`config.mk`:
```
export PLATFORM = sky130hd
export DESIGN_NAME = dhwt_front
export DESIGN_NICKNAME = d
export VERILOG_FILES = /design/src/hw/rtl/dhwt_pkg.sv /design/src/hw/rtl/dhwt_front.sv
export SDC_FILE = /design/constraint.sdc
export NUM_CORES = 1
export LEC_CHECK = 0
export BUFFER_PORTS_ARGS = -buffer_cell sky130_fd_sc_hd__clkbuf_2
export CORE_UTILIZATION = 35
export CTS_BUF_LIST = sky130_fd_sc_hd__clkbuf_8 sky130_fd_sc_hd__clkbuf_16
export DETAILED_ROUTE_END_ITERATION = 10
export PLACE_DENSITY = 0.58
export SLEW_MARGIN = 20
export SYNTH_ARGS = -nofsm -noshare
export SYNTH_HDL_FRONTEND = slang
export SYNTH_SLANG_ARGS = --single-unit
```
`constraint.sdc`:
```
create_clock -name clk -period 6.5 [get_ports clk]
set_clock_uncertainty 0.2 [all_clocks]
set_input_delay 0.325 -clock clk [delete_from_list [all_inputs] [get_ports clk]]
set_output_delay 0.325 -clock clk [all_outputs]
set_load 0.03 [all_outputs]
```
`src/hw/rtl/dhwt_pkg.sv`:
```
package dhwt_pkg;

    // table geometry
    localparam int TABLE_SLOTS = 8191;
    localparam int SLOT_W      = $clog2(TABLE_SLOTS);
    localparam int CNT_W       = $clog2(TABLE_SLOTS + 1);
    localparam int FIELD_W     = 13;

    // key arithmetic: horner sum of four unsigned bytes in base 17
    localparam int HORNER_BASE = 17;
    localparam int KEY_MAX     = 255 * (1 + HORNER_BASE + HORNER_BASE * HORNER_BASE
                                 + HORNER_BASE * HORNER_BASE * HORNER_BASE);
    localparam int KEY_W       = $clog2(KEY_MAX + 1);
    localparam int PROD_W      = 2 * KEY_W;

    // floor reciprocals, scaled by 2^KEY_W, for the home and step moduli
    localparam longint RECIP_HOME = (longint'(1) << KEY_W) / TABLE_SLOTS;
    localparam longint RECIP_STEP = (longint'(1) << KEY_W) / (TABLE_SLOTS - 1);

    // queue between front and back
    localparam int Q_DEPTH = 2;
    localparam int QPTR_W  = (Q_DEPTH > 1) ? $clog2(Q_DEPTH) : 1;
    localparam int QCNT_W  = $clog2(Q_DEPTH + 1);

    // item modes
    localparam logic MODE_INSERT = 1'b0;
    localparam logic MODE_LOOKUP = 1'b1;

    // result status codes
    localparam logic [1:0] STATUS_INSERTED  = 2'd0;
    localparam logic [1:0] STATUS_FOUND     = 2'd1;
    localparam logic [1:0] STATUS_NOT_FOUND = 2'd2;
    localparam logic [1:0] STATUS_FULL      = 2'd3;

    // classified item handed from front to back
    typedef struct packed {
        logic              mode;
        logic [31:0]       word;
        logic [SLOT_W-1:0] home;
        logic [SLOT_W-1:0] step;
    } dhwt_entry_t;

endpackage

```
`src/hw/rtl/dhwt_front.sv`:
```
module dhwt_front
    import dhwt_pkg::*;
(
    input  logic        clk,
    input  logic        rst_n,
    input  logic        req_valid,
    output logic        req_ready,
    input  logic        mode,
    input  logic [31:0] word,
    output logic        push,
    output dhwt_entry_t push_data,
    input  logic        q_full
);

    logic               a_v_reg, b_v_reg, c_v_reg;
    logic               a_mode_reg, b_mode_reg, c_mode_reg;
    logic [31:0]        a_word_reg, b_word_reg, c_word_reg;
    logic [KEY_W-1:0]   a_key_reg, b_key_reg, c_key_reg;
    logic [KEY_W-1:0]   b_qh_reg, b_qs_reg;
    logic [KEY_W-1:0]   c_ph_reg, c_ps_reg;
    logic [KEY_W-1:0]   key_c;
    logic [PROD_W-1:0]  prod_qh, prod_qs, prod_ph, prod_ps;
    logic [KEY_W-1:0]   rh_raw, rs_raw, rh, rs;
    logic               adv;

    // whole pipe moves together unless the last stage cannot push
    assign adv       = !(c_v_reg && q_full);
    assign req_ready = adv;

    // horner key, most significant byte first
    always_comb
    begin
        key_c = KEY_W'(word[31:24]);
        for (int i = 2; i >= 0; i--)
        begin
            key_c = KEY_W'(key_c * HORNER_BASE) + KEY_W'(word[8*i +: 8]);
        end
    end

    // quotient estimates by reciprocal multiplication
    assign prod_qh = PROD_W'(a_key_reg) * PROD_W'(RECIP_HOME);
    assign prod_qs = PROD_W'(a_key_reg) * PROD_W'(RECIP_STEP);

    // quotient times modulus
    assign prod_ph = PROD_W'(b_qh_reg) * PROD_W'(TABLE_SLOTS);
    assign prod_ps = PROD_W'(b_qs_reg) * PROD_W'(TABLE_SLOTS - 1);

    // remainders, estimate is at most one short
    always_comb
    begin
        rh_raw = c_key_reg - c_ph_reg;
        rs_raw = c_key_reg - c_ps_reg;
        rh = (rh_raw >= KEY_W'(TABLE_SLOTS)) ? rh_raw - KEY_W'(TABLE_SLOTS) : rh_raw;
        rs = (rs_raw >= KEY_W'(TABLE_SLOTS - 1)) ? rs_raw - KEY_W'(TABLE_SLOTS - 1) : rs_raw;
    end

    assign push           = c_v_reg && !q_full;
    assign push_data.mode = c_mode_reg;
    assign push_data.word = c_word_reg;
    assign push_data.home = rh[SLOT_W-1:0];
    assign push_data.step = rs[SLOT_W-1:0] + SLOT_W'(1);

    // stage valid bits
    always_ff @(posedge clk or negedge rst_n)
    begin
        if (!rst_n)
        begin
            a_v_reg <= 1'b0;
            b_v_reg <= 1'b0;
            c_v_reg <= 1'b0;
        end
        else if (adv)
        begin
            a_v_reg <= req_valid;
            b_v_reg <= a_v_reg;
            c_v_reg <= b_v_reg;
        end
    end

    // stage payload
    always_ff @(posedge clk)
    begin
        if (adv)
        begin
            a_mode_reg <= mode;
            a_word_reg <= word;
            a_key_reg  <= key_c;
            b_mode_reg <= a_mode_reg;
            b_word_reg <= a_word_reg;
            b_key_reg  <= a_key_reg;
            b_qh_reg   <= prod_qh[PROD_W-1:KEY_W];
            b_qs_reg   <= prod_qs[PROD_W-1:KEY_W];
            c_mode_reg <= b_mode_reg;
            c_word_reg <= b_word_reg;
            c_key_reg  <= b_key_reg;
            c_ph_reg   <= prod_ph[KEY_W-1:0];
            c_ps_reg   <= prod_ps[KEY_W-1:0];
        end
    end

endmodule

```
# Yosys cells after proc, flatten, opt, wreduce, memory -nomap -nowiden
# Index checks and enable logic that the tools add are counted.
# Widths: inputs -> output; s select.
[word_totals]
inputBits = 37
reg_bits = 214
[classes]
order_cmp = 2
n_mul = 5
muxes = 2
n_addsub = 8
n_reduce_logical = 4
[ops]
columns = ["cell", "n"]
rows = [
  ["$ge 21x13->1 const B", 2],
  ["$sub 21x21->21", 2],
  ["$mux 13", 2],
  ["$sub 13x13->13 const B", 2],
  ["$add 21x8->21", 1],
  ["$mul 20x5->21 const B", 1],
  ["$mul 8x13->21 const B", 1],
  ["$add 19x8->20", 1],
  ["$mul 8x12->20 const B", 1],
  ["$mul 14x5->19 const B", 1],
  ["$add 13x8->14", 1],
  ["$add 13x1->13 const B", 1],
  ["$mul 8x5->13 const B", 1],
  ["$logic_and 1x1->1", 2],
  ["$logic_not 1->1", 2],
]

# Depth between registers and ports, before layout
[depth]
word_depth = 6
ltp_mapped = 34
mapped_depth_nobuf = 34

# Worst setup path before layout
# OpenSTA, ideal clock, no wires.
[synth_path]
path_kind = "input -> register"
from = "input port word[21]"
to = "register a_key_reg[20] (data pin)"
arrival_time_ns = 7.307
required_ns = 6.034
stages = 32
setup_slack_ns = -1.273
n_path_buf = 0
path_cell_list = "ha_1 > ha_1 > fa_1 > ha_1 > inv_1 > o21ai_0 > xor2_1 > ha_1 > ha_1 > inv_1 > fa_1 > inv_1 > ha_1 > a21boi_0 > nor2_1 > ha_1 > ha_1 > inv_1 > fa_1 > inv_1 > ha_1 > inv_1 > o21bai_1 > a21oi_1 > o21bai_1 > a21oi_1 > nor2b_1 > o21a_1 > o41ai_1 > nor3_1 > o41ai_1 > xnor2_1"
[synth_between]
elab_chain_len = 5
[synth_rtl]
columns = ["item", "line", "text"]
rows = [
  ["start: declaration", "dhwt_front.sv:9", "input logic [31:0] word,"],
  ["$add 13x8->14", "dhwt_front.sv:36", "key_c = KEY_W'(key_c * HORNER_BASE) + KEY_W'(word[8*i +: 8]);"],
  ["$mul 14x5->19", "dhwt_front.sv:36", ""],
  ["$add 19x8->20", "dhwt_front.sv:36", ""],
  ["$mul 20x5->21", "dhwt_front.sv:36", ""],
  ["$add 21x8->21", "dhwt_front.sv:36", ""],
  ["net key_c[20]", "dhwt_front.sv:21", "logic [KEY_W-1:0] key_c;"],
  ["end signal: assignment", "dhwt_front.sv:87", "a_key_reg <= key_c;"],
  ["end: declaration", "dhwt_front.sv:18", "logic [KEY_W-1:0] a_key_reg, b_key_reg, c_key_reg;"],
]
# The timed path passes the listed nets, and every way through them passes these cells.
# A chain may end at the register's enable or synchronous reset.

# Final worst setup path
[layout_path]
from = "input port word[29]"
to = "register a_key_reg[20] (data pin)"
[layout_between]
elab_chain_len = 6
[layout_rtl]
columns = ["item", "line"]
rows = [
  ["$mul 8x5->13", "dhwt_front.sv:36"],
  ["$add 13x8->14", "dhwt_front.sv:36"],
  ["$mul 14x5->19", "dhwt_front.sv:36"],
  ["$add 19x8->20", "dhwt_front.sv:36"],
  ["$mul 20x5->21", "dhwt_front.sv:36"],
  ["$add 21x8->21", "dhwt_front.sv:36"],
  ["net key_c[20]", "dhwt_front.sv:21"],
]
# The timed path passes the listed nets, and every way through them passes these cells.

==> flow_summary.toml <==
[run_status]
status = "finished with violations"
violations = "setup timing"

[final_layout]
fin_area_um2 = 17000
area_delta_synth_final_pct = 24.6
n_antenna_cell = 0
nNetsFinal = 1702
drive_gt1_share_pct = 23.1

[job]
cap_violations = 0

[global_routing]
grt.total_usage_pct = 13.6
grt_pass1_vias = 9230
grt_remaining_overflow = 0
grt_max_degree = 129
antenna_found_initial = 0
grt_first_pass_wirelength_um = 43100

[logic_synthesis]
synth_top_family_by_area = "adder cells"
seq_area_frac_synth_pct = 42.4
synth.distinct_cells = 76
synthesis.nets = 1459
synth_xor_area_share_pct = 7.67
synth_edf_count = 190
syn-cell-area_um2 = 13600
synth_seq_cells = 193
yosys_warnings = 0
synth_fa_ha_area_share_pct = 24.6
synthArstFlopShare_pct = 1.55
synth_compound_area_share_pct = 11.5
synthSimpleGateAreaFrac_pct = 8.60
ys.flop_type = "edfxtp_1"
synthCells = 1181
synthMuxAreaShare_pct = 0.614
syn_avg_cell_area_um2 = 11.6

[cts]
htreeDepth = 4
cts-buffers-inserted = 17
clk_latency_ns = 0.43
clockBufferDepth = 2
cts.sink_count = 193
clk_pin_slew_worst_paths_ns = 0.07
cts_tree = "done"
root_buffer = "clkbuf_16"

[drt]
drt_iter0_markers = 323
drtAntennaViolNets = 0
dr.pass1.iters = 5
routed_wl_um = 25900
drcViolationCount = 0
avgRoutedWirePerCell_um = 13.3
num_vias = 9176
vias_per_cell = 4.71

[sta]
rsz0062_at_grt = "true"
worst_pin_slew_ns = 1.07
hold_ws_ns = 0.0572
fin_crit_sh_pct = 105
slew_viol_final = 0
hold_viol = 0
setup_viol = 7
fin_crit_ns = 6.82
max-slew-margin-rel_pct = 27.7
fin_ws_ns = -0.318
fmax_ghz = 0.147

[setup_path]
cp.arrival_ns = 6.79
crit_family = "adder cells"
crit_fanout = 4
critPathKind = "primary input to flip-flop"
cp_slowest_stage_delay_ns = 0.52
worst_path_most_repeated_cell = "ha_4"
worst_setup_path_end_kind = "flip-flop"
rr_startpoint = "b_key_reg[15]$_DFFE_PN_"
critPathLaunchType = "primary input"
path_buf_inv = 7
critPathSlowestCell = "fa_1"
critPathRequiredTime_ns = 6.47
cp-startpoint = "word[29]"

[placed_design]
post-dp-hpwl_um = 20700
place_ws_ns = -0.901
place_area_um2 = 15700
place.gp.congestion = 0.822
numPortBuffers = 97

[die]
dieArea_um2 = 39800
die_w_um = 199
ios = 98
start_util_pct = 35.9
core.rowCount = 71
die_y_um = 199
core_um2 = 38000

[hold_path]
hp-class = "primary input to flip-flop"
hold_start = "word[26]"
[repair_timing]
action	4_1_cts	5_1_grt
resized for setup	13	32
pin swaps	18	40
setup buffers	5	6
hold buffers	34	0
endpoints found under the hold margin	35	0
endpoints found under the setup margin	7	9
[through the flow]
stage | cells | setup TNS [ns] | utilization (%)
5_1_grt | 1948 | -3.35 | 44.7
3_3_place_gp | 1873 | -5.33 | 41.3
2_1_floorplan | 1181 | -1.39 | -
6_report | 1948 | -1.37 | 44.7
3_5_place_dp | 1873 | -6.06 | 41.3
4_1_cts | 1944 | -2.09 | 44.2
[cells in the mapped netlist, types with 4 or more instances]
cell / instances / share of area, %
a211oi_1: 11 / 0.61
a21boi_0: 7 / 0.39
a21o_1: 23 / 1.3
a21oi_1: 46 / 1.7
a31oi_1: 6 / 0.28
and2_1: 5 / 0.23
and3_1: 4 / 0.18
buf_2: 5 / 0.18
edfxtp_1: 190 / 42
fa_1: 46 / 6.7
ha_1: 195 / 18
inv_1: 159 / 4.4
mux2i_1: 5 / 0.37
nand2_1: 49 / 1.3
nand2b_1: 10 / 0.46
nand3_1: 16 / 0.59
nand3b_1: 5 / 0.28
nor2_1: 65 / 1.8
nor2b_1: 15 / 0.69
nor3_1: 20 / 0.73
o211ai_1: 5 / 0.28
o21a_1: 15 / 0.83
o21ai_0: 45 / 1.7
o21ai_1: 8 / 0.29
o21bai_1: 15 / 0.83
o31ai_1: 5 / 0.28
o41ai_1: 4 / 0.26
or2_2: 6 / 0.28
or3_1: 6 / 0.28
or4_1: 4 / 0.22
xnor2_1: 76 / 4.9
xor2_1: 36 / 2.3
[placed cells by master, fill, tap and decap left out, types with 8 or more instances in the layout]
| cell | Yosys | routed |
|---|---|---|
| edfxtp_1 | 190 | 190 |
| ha_1 | 195 | 173 |
| inv_1 | 159 | 150 |
| buf_4 | 1 | 99 |
| clkbuf_2 | 0 | 94 |
| xnor2_1 | 76 | 69 |
| nor2_1 | 65 | 62 |
| nand2_1 | 49 | 48 |
| fa_1 | 46 | 45 |
| o21ai_0 | 45 | 37 |
| a21oi_1 | 46 | 36 |
| xor2_1 | 36 | 35 |
| dlygate4sd3_1 | 0 | 34 |
| a21o_1 | 23 | 23 |
| ha_4 | 0 | 20 |
| nor3_1 | 20 | 18 |
| clkbuf_16 | 0 | 17 |
| nand3_1 | 16 | 16 |
| o21a_1 | 15 | 15 |
| nor2b_1 | 15 | 15 |
| o21bai_1 | 15 | 15 |
| o21ai_1 | 8 | 11 |
| a21oi_2 | 1 | 10 |
| nand2b_1 | 10 | 10 |
| a211oi_1 | 11 | 10 |
| xnor2_2 | 3 | 9 |
| inv_2 | 0 | 8 |
[final cells by class]
| class | count | area, um^2 |
|---|---|---|
| clock inverters | 15 | 223 |
| well taps | 511 | 639 |
| multi-input cells | 821 | 7720 |
| clock buffers | 17 | 425 |
| inverters | 159 | 599 |
| flip-flops and latches | 193 | 5780 |
| fillers | 3590 | 21000 |
| repair buffers | 232 | 1620 |
[worst paths after layout]
kind	endpoint	slack, ns	depth (start not counted)
max in group asynchronous	a_v_reg$_DFFE_PN0N_	5.39	3
worst min-delay path	a_word_reg[26]$_DFFE_PN_	0.06	2
min in group asynchronous	b_v_reg$_DFFE_PN0N_	0.55	3
worst max register to register	c_ph_reg[20]$_DFFE_PN_	0.84	18
worst max-delay path	a_key_reg[20]$_DFFE_PN_	-0.32	33
worst min register to register	c_word_reg[3]$_DFFE_PN_	0.22	0
[routing by layer]
metal / GRT usage, % / vias up / wire (um)
met3: 2.23 / 20 / 557
met5: 0 / - / 0
met2: 25.0 / 131 / 13300
met1: 16.3 / 4326 / 11800
li1: - / 4699 / -
met4: 3.96 / 0 / 355
[cells by family after synthesis]
| group | count (synthesis) |
|---|---|
| adder cells (fa/ha/maj) | 241 |
| XOR/XNOR | 116 |
| AND/OR/NAND/NOR | 228 |
| multiplexers | 8 |
| AO/OA/AOI/OAI | 228 |
| flip-flops | 193 |
| buffers and inverters | 167 |
Power is left out: the tool's default activity adds up to more than one toggle a clock period on the data nets, which glitch-free logic cannot reach.
