### config.mk
export PLATFORM = sky130hd
export DESIGN_NAME = dhwt_queue
export DESIGN_NICKNAME = d
export VERILOG_FILES = /design/src/hw/rtl/dhwt_pkg.sv /design/src/hw/rtl/dhwt_queue.sv
export SDC_FILE = /design/constraint.sdc
export NUM_CORES = 1
export LEC_CHECK = 0
export ABC_AREA = 1
export BUFFER_PORTS_ARGS = -buffer_cell sky130_fd_sc_hd__buf_2
export CELL_PAD_IN_SITES_DETAIL_PLACEMENT = 0
export CELL_PAD_IN_SITES_GLOBAL_PLACEMENT = 1
export CORE_ASPECT_RATIO = 0.7
export CORE_MARGIN = 1.5
export CORE_UTILIZATION = 30
export DETAILED_ROUTE_END_ITERATION = 10
export GPL_TIMING_DRIVEN = 0
export PLACE_DENSITY = 0.68
export SKIP_CTS_REPAIR_TIMING = 1
export SYNTH_ARGS = -nofsm -noshare
export SYNTH_HDL_FRONTEND = slang
export SYNTH_SLANG_ARGS = --single-unit
### constraint.sdc
create_clock -name clk -period 10.4 [get_ports clk]
set_input_delay 1.56 -clock clk [delete_from_list [all_inputs] [get_ports clk]]
set_output_delay 1.56 -clock clk [all_outputs]
set_load 0.01 [all_outputs]
### src/hw/rtl/dhwt_pkg.sv
package dhwt_pkg;

    // table geometry
    localparam int TABLE_SLOTS = 8191;
    localparam int SLOT_W      = $clog2(TABLE_SLOTS);
    localparam int CNT_W       = $clog2(TABLE_SLOTS + 1);
    localparam int FIELD_W     = 13;

    // key arithmetic: horner sum of four unsigned bytes in base 17
    localparam int HORNER_BASE = 17;
    localparam int KEY_MAX     = 255 * (1 + HORNER_BASE + HORNER_BASE * HORNER_BASE
                                 + HORNER_BASE * HORNER_BASE * HORNER_BASE);
    localparam int KEY_W       = $clog2(KEY_MAX + 1);
    localparam int PROD_W      = 2 * KEY_W;

    // floor reciprocals, scaled by 2^KEY_W, for the home and step moduli
    localparam longint RECIP_HOME = (longint'(1) << KEY_W) / TABLE_SLOTS;
    localparam longint RECIP_STEP = (longint'(1) << KEY_W) / (TABLE_SLOTS - 1);

    // queue between front and back
    localparam int Q_DEPTH = 2;
    localparam int QPTR_W  = (Q_DEPTH > 1) ? $clog2(Q_DEPTH) : 1;
    localparam int QCNT_W  = $clog2(Q_DEPTH + 1);

    // item modes
    localparam logic MODE_INSERT = 1'b0;
    localparam logic MODE_LOOKUP = 1'b1;

    // result status codes
    localparam logic [1:0] STATUS_INSERTED  = 2'd0;
    localparam logic [1:0] STATUS_FOUND     = 2'd1;
    localparam logic [1:0] STATUS_NOT_FOUND = 2'd2;
    localparam logic [1:0] STATUS_FULL      = 2'd3;

    // classified item handed from front to back
    typedef struct packed {
        logic              mode;
        logic [31:0]       word;
        logic [SLOT_W-1:0] home;
        logic [SLOT_W-1:0] step;
    } dhwt_entry_t;

endpackage

### src/hw/rtl/dhwt_queue.sv
module dhwt_queue
    import dhwt_pkg::*;
(
    input  logic        clk,
    input  logic        rst_n,
    input  logic        push,
    input  dhwt_entry_t push_data,
    output logic        full,
    input  logic        pop,
    output dhwt_entry_t pop_data,
    output logic        empty
);

    dhwt_entry_t        entries_reg [Q_DEPTH];
    logic [QPTR_W-1:0]  wr_ptr_reg, wr_ptr_next;
    logic [QPTR_W-1:0]  rd_ptr_reg, rd_ptr_next;
    logic [QCNT_W-1:0]  count_reg, count_next;

    assign full     = (count_reg == QCNT_W'(Q_DEPTH));
    assign empty    = (count_reg == '0);
    assign pop_data = entries_reg[rd_ptr_reg];

    // pointer and fill bookkeeping
    always_comb
    begin
        wr_ptr_next = wr_ptr_reg;
        rd_ptr_next = rd_ptr_reg;
        count_next  = count_reg;
        if (push)
        begin
            wr_ptr_next = (wr_ptr_reg == QPTR_W'(Q_DEPTH - 1)) ? '0 : wr_ptr_reg + QPTR_W'(1);
        end
        if (pop)
        begin
            rd_ptr_next = (rd_ptr_reg == QPTR_W'(Q_DEPTH - 1)) ? '0 : rd_ptr_reg + QPTR_W'(1);
        end
        if (push && !pop)
        begin
            count_next = count_reg + QCNT_W'(1);
        end
        else if (pop && !push)
        begin
            count_next = count_reg - QCNT_W'(1);
        end
    end

    always_ff @(posedge clk or negedge rst_n)
    begin
        if (!rst_n)
        begin
            wr_ptr_reg <= '0;
            rd_ptr_reg <= '0;
            count_reg  <= '0;
        end
        else
        begin
            wr_ptr_reg <= wr_ptr_next;
            rd_ptr_reg <= rd_ptr_next;
            count_reg  <= count_next;
        end
    end

    // entry storage
    always_ff @(posedge clk)
    begin
        if (push)
        begin
            entries_reg[wr_ptr_reg] <= push_data;
        end
    end

    assert property (@(posedge clk) disable iff (!rst_n) full |-> !push)
        else $error("queue written while full");
    assert property (@(posedge clk) disable iff (!rst_n) empty |-> !pop)
        else $error("queue read while empty");
    assert property (@(posedge clk) disable iff (!rst_n)
                     (push && !pop) |=> (count_reg == $past(count_reg) + QCNT_W'(1)))
        else $error("queue count did not follow a lone write");

endmodule

Word-level counts from Yosys, hierarchy flattened
Memories as Yosys holds them, arrays and structs flattened. Cells that the tools add are included.

Bits in registers: 4. Memory bits (writable): 118. Input bits: 63. Word-level logic and storage cells: 21. Memories: 1.

Memory list: entries_reg (depth 2, bits a word 59, rd ports 1, clocked after memory_dff 0, write ports 1, RTL line dhwt_queue.sv:14) `dhwt_entry_t entries_reg [Q_DEPTH];`.

$add $sub $neg: 4. Equality and inequality tests: 1. Mux-type cells: 6. Reductions and logical operators: 6.

Operators by type and width (count): 2-to-1 mux 1 bit (4); 2-to-1 mux 2 bit (2); adder 1 bit, second input constant (2); adder 2 x 1 -> 2 bit, second input constant (1); == test 2 bit, second input constant (1); logical AND 1 bit (2); zero test 1 bit (2); zero test 2 bit (1); nonzero test 2 bit (1); subtractor 2 x 1 -> 2 bit, second input constant (1).

Logic depth before layout (Yosys ltp)
Gate-level depths: netlist of run 1.

Word-level depth: 4. Depth in mapped cells: 7. Gate-level depth less buffers: 7.

Worst setup path after synthesis of run 1
No wires, ideal clock.

Path type: input port to flip-flop. Start point: input port push. End point: memory entries_reg[0][0] (netlist name) (enable). Data arrival time: 4.075 ns. Data required time: 9.922 ns. Path slack: 5.847 ns. Cell stages on the path: 2. Buffers on the path: 0. Cells stage by stage: inv_1 -> nor2_1.

Longest elaborated chain between the ends: 2.

Ends and longest elaborated chain: start: declaration (RTL line dhwt_queue.sv:6) `input logic push,`; 2-to-1 mux 1 bit (RTL line dhwt_queue.sv:66) `if (push)`; 2-to-1 mux 1 bit (not written as such) (RTL line dhwt_queue.sv:68) `entries_reg[wr_ptr_reg] <= push_data;`; end: declaration (RTL line dhwt_queue.sv:14).

Every way passes these cells.

==> reports/metrics.csv, run 1 <==
stage,metric,value,unit
grt,initial antenna violation count,0,
clocking,root buf cell,clkbuf_16,
run,max_cap viols,0,
timing,"Hold Violations, Final",0,
logic_synthesis,#FFs+latches synth,122,
layout,area of the multi-input gates,973,um^2
clocking,Worst-Skew Late Latency,0.40,ns
clocking,CTS tree,yes,
timing,Setup-failing EPs final,0,
logic_synthesis,"Avg Cell Area, Syn",22.8,um^2
timing,relative slew slack,47.5,%
place,"Cell Area, Placed",5680,um^2
route,First-pass DRT Iterations,6,
timing,fin crit period,3.11,ns
logic_synthesis,synthesized cell area,4770,um^2
hold_path,hold path cells,1,
setup_path,"setup slack, reg-to-reg",8.90,ns
timing,RSZ-0062 raised after global routing,no,
setup_path,Worst Setup Path Type,reg -> out,
die,core area,15500,um^2
place,Final GP Congestion,0.669,
power_and_ir_drop,P_leak,2.56,nW
logic_synthesis,sequential share of the synthesized area,76.4,%
logic_synthesis,synth unique cells,13,
setup_path,Worst setup SP type,flip-flop,
die,chip height,108,um
clocking,Max clock buf depth,2,
layout,Layout Cells excl Fill,565,
grt,largest net degree at the start of global routing,60,
setup_path,"Slowest-stage cell, CP",dfrtp_1,
logic_synthesis,post-synth net total,273,
timing,worst clock skew,0.00619,ns
layout,FF+latch area,3640,um^2
logic_synthesis,post-synth top area share,74.3,%
clocking,clock sink count,122,
route,final wirelength,8.60,mm
route,Final ANT Viol Nets,0,
timing,Setup TNS,0,ns
timing,worst slew pin tran,0.787,ns
die,Die Footprint,16700,um^2
route,# DRC,0,
clocking,H-tree depth,4,
hold_path,min-delay src,wr_ptr_reg,
setup_path,worst-path fanout max,10,
setup_path,critical-path cell list,"buf_6, buf_12, mux2_4, buf_2",
clocking,Num CTS Buffers,17,
logic_synthesis,Post-synth EDFFs,118,
layout,"Design Area, Final",6290,um^2
die,starting density of the core,30.8,%
timing,Achievable Freq,321,MHz
timing,fin crit share,29.9,%
place,Port Buffers,123,
logic_synthesis,Post-synth top flop,edfxtp_1,
grt,vias in the first global route,2500,
grt,global-route wire length before repair,13.2,mm
setup_path,Worst R2R Path Depth,2,
layout,"Core Util, Final",40.6,%
grt,Overall Global Routing Usage,10.7,%
setup_path,Crit. End Element,output port,
logic_synthesis,Synth area leaders,"edfxtp_1 74%, mux2_4 19%, buf_12 2.5%, dfrtp_1 2.1%, inv_1 0.55%",
layout,Layout fillers,1425,
hold_path,hold path endpoint,wr_ptr_reg,
timing,Pins Over Slew Limit,0,
layout,area grow syn2layout,31.9,%
setup_path,"slowest stage delay, CP",0.34,ns
layout,diodes inserted,0,
setup_path,CP arrival,1.55,ns
logic_synthesis,"count leader, synth",edfxtp_1,
layout,fraction of layout cells with a size suffix above 1,60.5,%
outcome,status,"complete, no violations",
grt,gr ovfl total,0,
die,die width,154,um
route,drt wl/cell,15.2,um
die,Top Ports,124,
power_and_ir_drop,Pwr Density,294,nW/um^2
route,DR iter-0 viols,64,
setup_path,FF-to-FF End,entries_reg[1][43],
layout,flip-flop count of the largest register after layout,118,
setup_path,"Req. time, crit path",8.84,ns
place,dpl hpwl,5.60,mm
power_and_ir_drop,VDD IR max,100,uV
layout,Final #Nets,417,
logic_synthesis,asr flop ratio synth,3.28,%
die,Rows,38,
hold_path,Hold Path Class,reg -> reg,
route,Vias/cell,4.20,
logic_synthesis,post-synthesis cell count,209,
logic_synthesis,Commonest cells post-synth,"118 x edfxtp_1, 59 x mux2_4, 7 x inv_1",
place,Inst Count DP,534,
route,via count,2371,
logic_synthesis,cell taking the most area after synthesis,edfxtp_1,
setup_path,worst r2r src,wr_ptr_reg,
clocking,clk slew on worst S/H paths,0.05,ns
logic_synthesis,Synth warnings,0,
-- critical path: cells and delay by family, from the launching register on --
| family | cells | cell delay [ns] |
|---|---|---|
| buffers and inverters | 3 | 0.50 |
| DFF | 1 | 0.34 |
| muxes | 1 | 0.31 |
-- routing by layer --
metal | share of wire (%) | wire length [um] | global-route usage, %
met1 | 44 | 3740 | 12.0
met2 | 49 | 4240 | 18.1
met3 | 6.2 | 536 | 4.69
met4 | 0.91 | 78 | 4.58
met5 | 0 | 0 | 0
-- how the worst max path moves through the flow --
stage               start                 end  slack (ns)  cells past startpoint
5_1_grt        rd_ptr_reg         pop_data[0]        7.21                      4
6_report       rd_ptr_reg         pop_data[7]        7.29                      4
3_3_place_gp         push   entries_reg[0][9]        3.97                      3
2_1_floorplan        push   entries_reg[0][0]        5.85                      2
4_1_cts        rd_ptr_reg         pop_data[0]        7.25                      4
3_5_place_dp         push  entries_reg[1][15]        7.58                      3
-- cell type report --
type / count / area share, %
plain buffers: 7 / 2.09
clock buffers: 18 / 6.82
clock inverters: 13 / 2.81
inverters: 7 / 0.458
multi-input cells: 73 / 15.5
flip-flops and latches: 122 / 57.9
well taps: 200 / 3.98
repair buffers: 125 / 10.4
-- kinds of logic after synthesis --
logic type    Yosys count  share of synthesized area (%)
flops                 122                           76.4
mux                    59                           18.6
buf+inv                14                           3.31
simple gates           10                          0.866
xor+xnor                3                          0.551
fa+ha+maj               1                          0.262
-- layout by cell type (no fill, tap or decap), drive strengths merged --
cell	netlist	final
buf	7	132
edfxtp	118	118
mux2	59	59
clkbuf	0	18
inv	7	8
nand2	5	5
clkinvlp	0	4
bufinv	0	4
dfrtp	4	4
clkinv	0	4
nor2	3	3
xor2	2	2
xnor2	1	1
nand3	1	1
nand4	1	1
ha	1	1
-- through the flow --
stage          setup slack, ns  total power [mW]  hold WS [ns]
6_report                  7.29              1.85         0.544
3_3_place_gp              3.97              1.26         0.477
2_1_floorplan             5.85              1.08         0.463
4_1_cts                   7.25              1.88         0.546
3_5_place_dp              7.58              1.27         0.533
5_1_grt                   7.21              1.93         0.567
-- report_power, final --
group	switching (mW)	total (mW)	internal, mW
Sequential	0.0267	0.680	0.654
Combinational	0.266	0.566	0.300
Clock	0.203	0.600	0.397
Total	0.495	1.85	1.35
No activity file was read; power rests on OpenSTA's default activity.
==> run 2, diff against run 1 <==
==> constraint.sdc (replaced) <==
create_clock -name clk -period 3 [get_ports clk]
set_input_delay 0.45 -clock clk [delete_from_list [all_inputs] [get_ports clk]]
set_output_delay 0.45 -clock clk [all_outputs]
set_load 0.01 [all_outputs]
==> run 2 against run 1 <==
  * Global-route usage down 0.22 points
  * Cell area up 0.50%
  * Power increased to 3.4 times the previous value
  * Flip-flop and latch count is the same
  * Register-to-register slack lost 7.5 ns
  * Utilization grew 0.20 points
  * Largest power group unchanged
  * Highest routed layer unchanged
==> reports/metrics.csv, run 2 (same netlist as run 1, synthesis figures left out) <==
stage,metric,value,unit,change
grt,Overall Global Routing Usage,10.5,%,-0.22 points
layout,Layout fillers,1451,,+1.8%
layout,"commonest cells after routing, fill and taps aside","123 x buf_2, 118 x edfxtp_1, 59 x mux2_4",,
grt,initial antenna violation count,0,,unchanged
clocking,CTS tree,yes,,
timing,Pins Over Slew Limit,0,,unchanged
timing,fin crit share,66.4,%,
grt,largest net degree at the start of global routing,34,,-43%
clocking,H-tree depth,4,,unchanged
layout,"Core Util, Final",40.8,%,+0.20 points
route,Final ANT Viol Nets,0,,unchanged
die,core area,15500,um^2,unchanged
route,via count,2334,,-1.6%
route,drt wl/cell,14.7,um,-3.4%
route,final wirelength,8.35,mm,-2.9%
setup_path,CP arrival,1.54,ns,about the same
timing,RSZ-0062 raised after global routing,no,,
clocking,Max clock buf depth,2,,unchanged
die,starting density of the core,30.8,%,unchanged
power_and_ir_drop,P_leak,2.58,nW,+0.53%
die,Die Footprint,16700,um^2,unchanged
clocking,Num CTS Buffers,17,,unchanged
setup_path,"Req. time, crit path",2.55,ns,-6.29 ns
layout,Final #Nets,419,,+0.48%
setup_path,worst-path fanout max,10,,unchanged
timing,Setup-failing EPs final,0,,unchanged
timing,fin crit period,1.99,ns,
setup_path,Crit. End Element,output port,,
power_and_ir_drop,VDD IR max,359,uV,+260%
run,max_cap viols,0,,unchanged
timing,relative slew slack,56.4,%,+8.9 points
grt,vias in the first global route,2458,,-1.7%
hold_path,Hold Path Class,in -> reg,,
place,dpl hpwl,5.61,mm,+0.14%
route,DR iter-0 viols,78,,+22%
route,First-pass DRT Iterations,4,,-2
layout,"commonest non-fill, non-tap cell in the layout",buf_2,,
die,Rows,38,,unchanged
place,Final GP Congestion,0.710,,+6.0%
clocking,Worst-Skew Late Latency,0.40,ns,about the same
route,# DRC,0,,unchanged
clocking,clk slew on worst S/H paths,0.06,ns,about the same
layout,fraction of layout cells with a size suffix above 1,60.9,%,+0.32 points
grt,gr ovfl total,0,,unchanged
timing,"Hold Violations, Final",0,,unchanged
power_and_ir_drop,Pwr Density,1010,nW/um^2,+240%
outcome,status,"complete, no violations",,
setup_path,Worst Setup Path Type,reg -> out,,
die,die width,154,um,unchanged
setup_path,Worst setup SP type,flip-flop,,
grt,global-route wire length before repair,12.9,mm,-1.8%
timing,worst clock skew,0.00445,ns,-0.00174 ns
route,Vias/cell,4.11,,-2.1%
layout,flip-flop count of the largest register after layout,118,,unchanged
place,Port Buffers,123,,unchanged
clocking,clock sink count,122,,unchanged
layout,diodes inserted,0,,unchanged
timing,Achievable Freq,502,MHz,
layout,area grow syn2layout,32.6,%,
timing,Setup TNS,0,ns,unchanged
clocking,root buf cell,clkbuf_16,,
timing,worst slew pin tran,0.653,ns,-0.135 ns
die,Top Ports,124,,unchanged
die,chip height,108,um,unchanged
run 2: worst paths after layout:
path / slack [ns] / depth (start not counted) / end / from
max: 1.01 / 4 / pop_data[45] / rd_ptr_reg
min: 0.23 / 1 / entries_reg[0][36] / push_data[36]
max reg2reg: 1.41 / 3 / entries_reg[1][18] / wr_ptr_reg
min reg2reg: 0.51 / 2 / count_reg[1] / count_reg[1]
max in group asynchronous: 2.49 / 2 / rd_ptr_reg / rst_n
min in group asynchronous: 0.39 / 2 / count_reg[1] / rst_n
run 2: power by group:
part | leakage, nW | internal [mW] | switching [mW]
Sequential | 1.15 | 2.26 | 0.0915
Combinational | 1.14 | 1.06 | 0.904
Clock | 0.281 | 1.31 | 0.725
run 2: worst max-delay path, cell delays in order, from the launching register on:
cell and delay (ns):
dfrtp_1 0.34, buf_6 0.18, buf_12 0.17, mux2_4 0.30
buf_2 0.15
run 2: area by class of cell:
cell class | count | area, um^2 | area share, %
Buffer | 7 | 131 | 2.08
Clock buffer | 18 | 429 | 6.79
Clock inverter | 14 | 173 | 2.73
Inverter | 7 | 26.3 | 0.416
Multi-Input combinational cell | 73 | 973 | 15.4
Sequential cell | 122 | 3640 | 57.7
Tap cell | 200 | 250 | 3.96
Timing Repair Buffer | 127 | 693 | 11.0
run 2: routing by layer:
metal / global-route usage (%) / wire length, um
met1: 12.1 / 3550
met2: 17.6 / 4130
met3: 4.65 / 614
met4: 3.74 / 48
met5: 0 / 0
run 2: through the flow:
| stage | hold WS (ns) | total power, mW | worst slack [ns] | cell area (um^2) | cells |
|---|---|---|---|---|---|
| final | 0.235 | 6.35 | 1.01 | 6320 | 568 |
| after global routing | 0.213 | 6.68 | 0.943 | 6320 | 568 |
| after CTS | -0.171 | 6.48 | 0.965 | 6310 | 567 |
| after detailed placement | 0.261 | 4.41 | 1.19 | 5710 | 535 |
| after global placement | 0.256 | 4.35 | -0.529 | 5640 | 532 |
| after floorplan | 0.154 | 3.75 | 0.576 | 4770 | 209 |
==> run 3, diff against run 2 <==
==> constraint.sdc (replaced) <==
create_clock -name clk -period 2 [get_ports clk]
set_input_delay 0.3 -clock clk [delete_from_list [all_inputs] [get_ports clk]]
set_output_delay 0.3 -clock clk [all_outputs]
set_load 0.01 [all_outputs]
==> run 3 against run 2 <==
  * Global-route usage grew 0.45 points
  * Non-clock buffer count unchanged
  * Setup slack got worse by 0.86 ns
  * Clock skew up 0.0013 ns
  * Wire length rose by 3.0%
  * Worst hold slack got worse by 0.15 ns
==> reports/metrics.csv, run 3 (same netlist as run 1, synthesis figures left out) <==
stage,metric,value,unit,change
outcome,status,"complete, no violations",,
power_and_ir_drop,Seq pwr share,38.1,%,+1.0 points
die,die width,154,um,unchanged
place,Final GP Congestion,0.724,,+2.0%
place,Port Buffers,123,,unchanged
setup_path,Worst setup SP type,flip-flop,,
clocking,CTS tree,yes,,
route,# DRC,0,,unchanged
grt,vias in the first global route,2523,,+2.6%
timing,RSZ-0062 raised after global routing,no,,
timing,worst clock skew,0.00575,ns,+0.00131 ns
timing,Hold Slack,0.0801,ns,-0.155 ns
timing,fin crit share,92.6,%,
layout,"commonest cells after routing, fill and taps aside","123 x buf_2, 118 x edfxtp_1, 59 x mux2_4",,
power_and_ir_drop,NetSw,2.53,mW,+47%
grt,largest net degree at the start of global routing,34,,unchanged
grt,global-route wire length before repair,13.1,mm,+1.7%
route,Final ANT Viol Nets,0,,unchanged
timing,Setup-failing EPs final,0,,unchanged
timing,fin crit period,1.85,ns,
timing,relative slew slack,55.2,%,-1.2 points
grt,Overall Global Routing Usage,11.0,%,+0.45 points
setup_path,"Req. time, crit path",1.70,ns,-0.85 ns
place,dpl hpwl,5.84,mm,+4.1%
die,chip height,108,um,unchanged
clocking,Num CTS Buffers,17,,unchanged
power_and_ir_drop,clock share of power,29.9,%,-2.1 points
clocking,Worst-Skew Late Latency,0.41,ns,about the same
power_and_ir_drop,switching part of the total,27.2,%,+0.14 points
clocking,root buf cell,clkbuf_16,,
timing,Pins Over Slew Limit,0,,unchanged
grt,gr ovfl total,0,,unchanged
setup_path,Crit. End Element,output port,,
route,final wirelength,8.60,mm,+3.0%
setup_path,worst-path fanout max,10,,unchanged
layout,Final #Nets,419,,unchanged
die,Die Footprint,16700,um^2,unchanged
clocking,Max clock buf depth,2,,unchanged
power_and_ir_drop,P_leak,2.55,nW,-1.0%
layout,Layout fillers,1437,,-0.96%
timing,"Hold Violations, Final",0,,unchanged
grt,initial antenna violation count,0,,unchanged
die,starting density of the core,30.8,%,unchanged
die,Top Ports,124,,unchanged
power_and_ir_drop,VDD IR max,696,uV,+94%
hold_path,Hold Path Class,in -> reg,,
power_and_ir_drop,P_int,6.76,mW,+46%
run,max_cap viols,0,,unchanged
power_and_ir_drop,Pwr Density,1480,nW/um^2,+47%
setup_path,CP arrival,1.55,ns,about the same
power_and_ir_drop,Comb pwr share,32.0,%,+1.1 points
layout,diodes inserted,0,,unchanged
route,drt wl/cell,15.1,um,+3.0%
layout,fraction of layout cells with a size suffix above 1,59.8,%,-1.1 points
die,Rows,38,,unchanged
layout,flip-flop count of the largest register after layout,118,,unchanged
route,Vias/cell,4.22,,+2.7%
setup_path,Worst Setup Path Type,reg -> out,,
layout,"commonest non-fill, non-tap cell in the layout",buf_2,,
clocking,clock sink count,122,,unchanged
route,via count,2397,,+2.7%
layout,area grow syn2layout,31.4,%,
timing,Achievable Freq,540,MHz,
route,First-pass DRT Iterations,4,,unchanged
route,DR iter-0 viols,116,,+49%
die,core area,15500,um^2,unchanged
clocking,clk slew on worst S/H paths,0.06,ns,about the same
clocking,H-tree depth,4,,unchanged
layout,"Core Util, Final",40.4,%,-0.36 points
timing,worst slew pin tran,0.671,ns,+0.0184 ns
[run 3: cell count changes in the layout (fill, tap and decap cells not counted), sizes merged]
cell,delta
clkbuf,+7
inv,-2
bufinv,-2
clkinv,-3
[run 3: through the flow]
step           cells  TNS, ns  instance area [um^2]  total power [mW]  setup slack, ns
2_1_floorplan    209    -1.78                  4770              5.63          -0.0302
3_3_place_gp     532   -67.88                  5640              6.52           -0.821
3_5_place_dp     535        0                  5710              6.64            0.282
4_1_cts          567        0                  6250              9.46            0.101
5_1_grt          568        0                  6260              9.75           0.0637
6_report         568        0                  6260              9.28            0.147
[run 3: path summary, 6_finish.rpt]
kind                       slack, ns  cells past startpoint            endpoint           from
max                             0.15                      4        pop_data[23]     rd_ptr_reg
min                             0.08                      1  entries_reg[1][21]  push_data[21]
min reg2reg                     0.50                      2        count_reg[1]   count_reg[1]
max reg2reg                     0.36                      3   entries_reg[1][0]     wr_ptr_reg
max in group asynchronous       1.66                      2          rd_ptr_reg          rst_n
min in group asynchronous       0.22                      2        count_reg[1]          rst_n
[run 3: critical path, cell delays in order, from the launching register on]
cell,delay [ns]
dfrtp_1,0.33
buf_6,0.19
buf_12,0.17
mux2_4,0.31
buf_2,0.14
[run 3: power groups by stage]
| stage | Combinational [mW] | Sequential, mW | Clock, mW |
|---|---|---|---|
| detailed placement | 3.04 | 3.59 | 0 |
| global placement | 2.93 | 3.60 | 0 |
| finish | 2.97 | 3.54 | 2.78 |
| global route | 3.18 | 3.58 | 2.98 |
| floorplan | 2.06 | 3.57 | 0 |
| CTS | 3.05 | 3.54 | 2.86 |
[run 3: cell type report]
type                       instances  area, um^2  share of cell area, %
buffer                             7         131                   2.10
clock buffer                      25         475                   7.59
clock inverter                     7        70.1                   1.12
inverter                           7        26.3                  0.419
multi-input combinational         73         973                   15.5
sequential                       122        3640                   58.2
tap                              200         250                   4.00
timing repair buffer             127         693                   11.1
[run 3: routing by layer]
metal | track usage, % | vias up | share of wire, %
met5 | 0 | - | 0
li1 | - | 1106 | -
met1 | 12.9 | 1207 | 43
met3 | 5.17 | 7 | 7.0
met2 | 17.3 | 77 | 48
met4 | 4.79 | 0 | 1.2
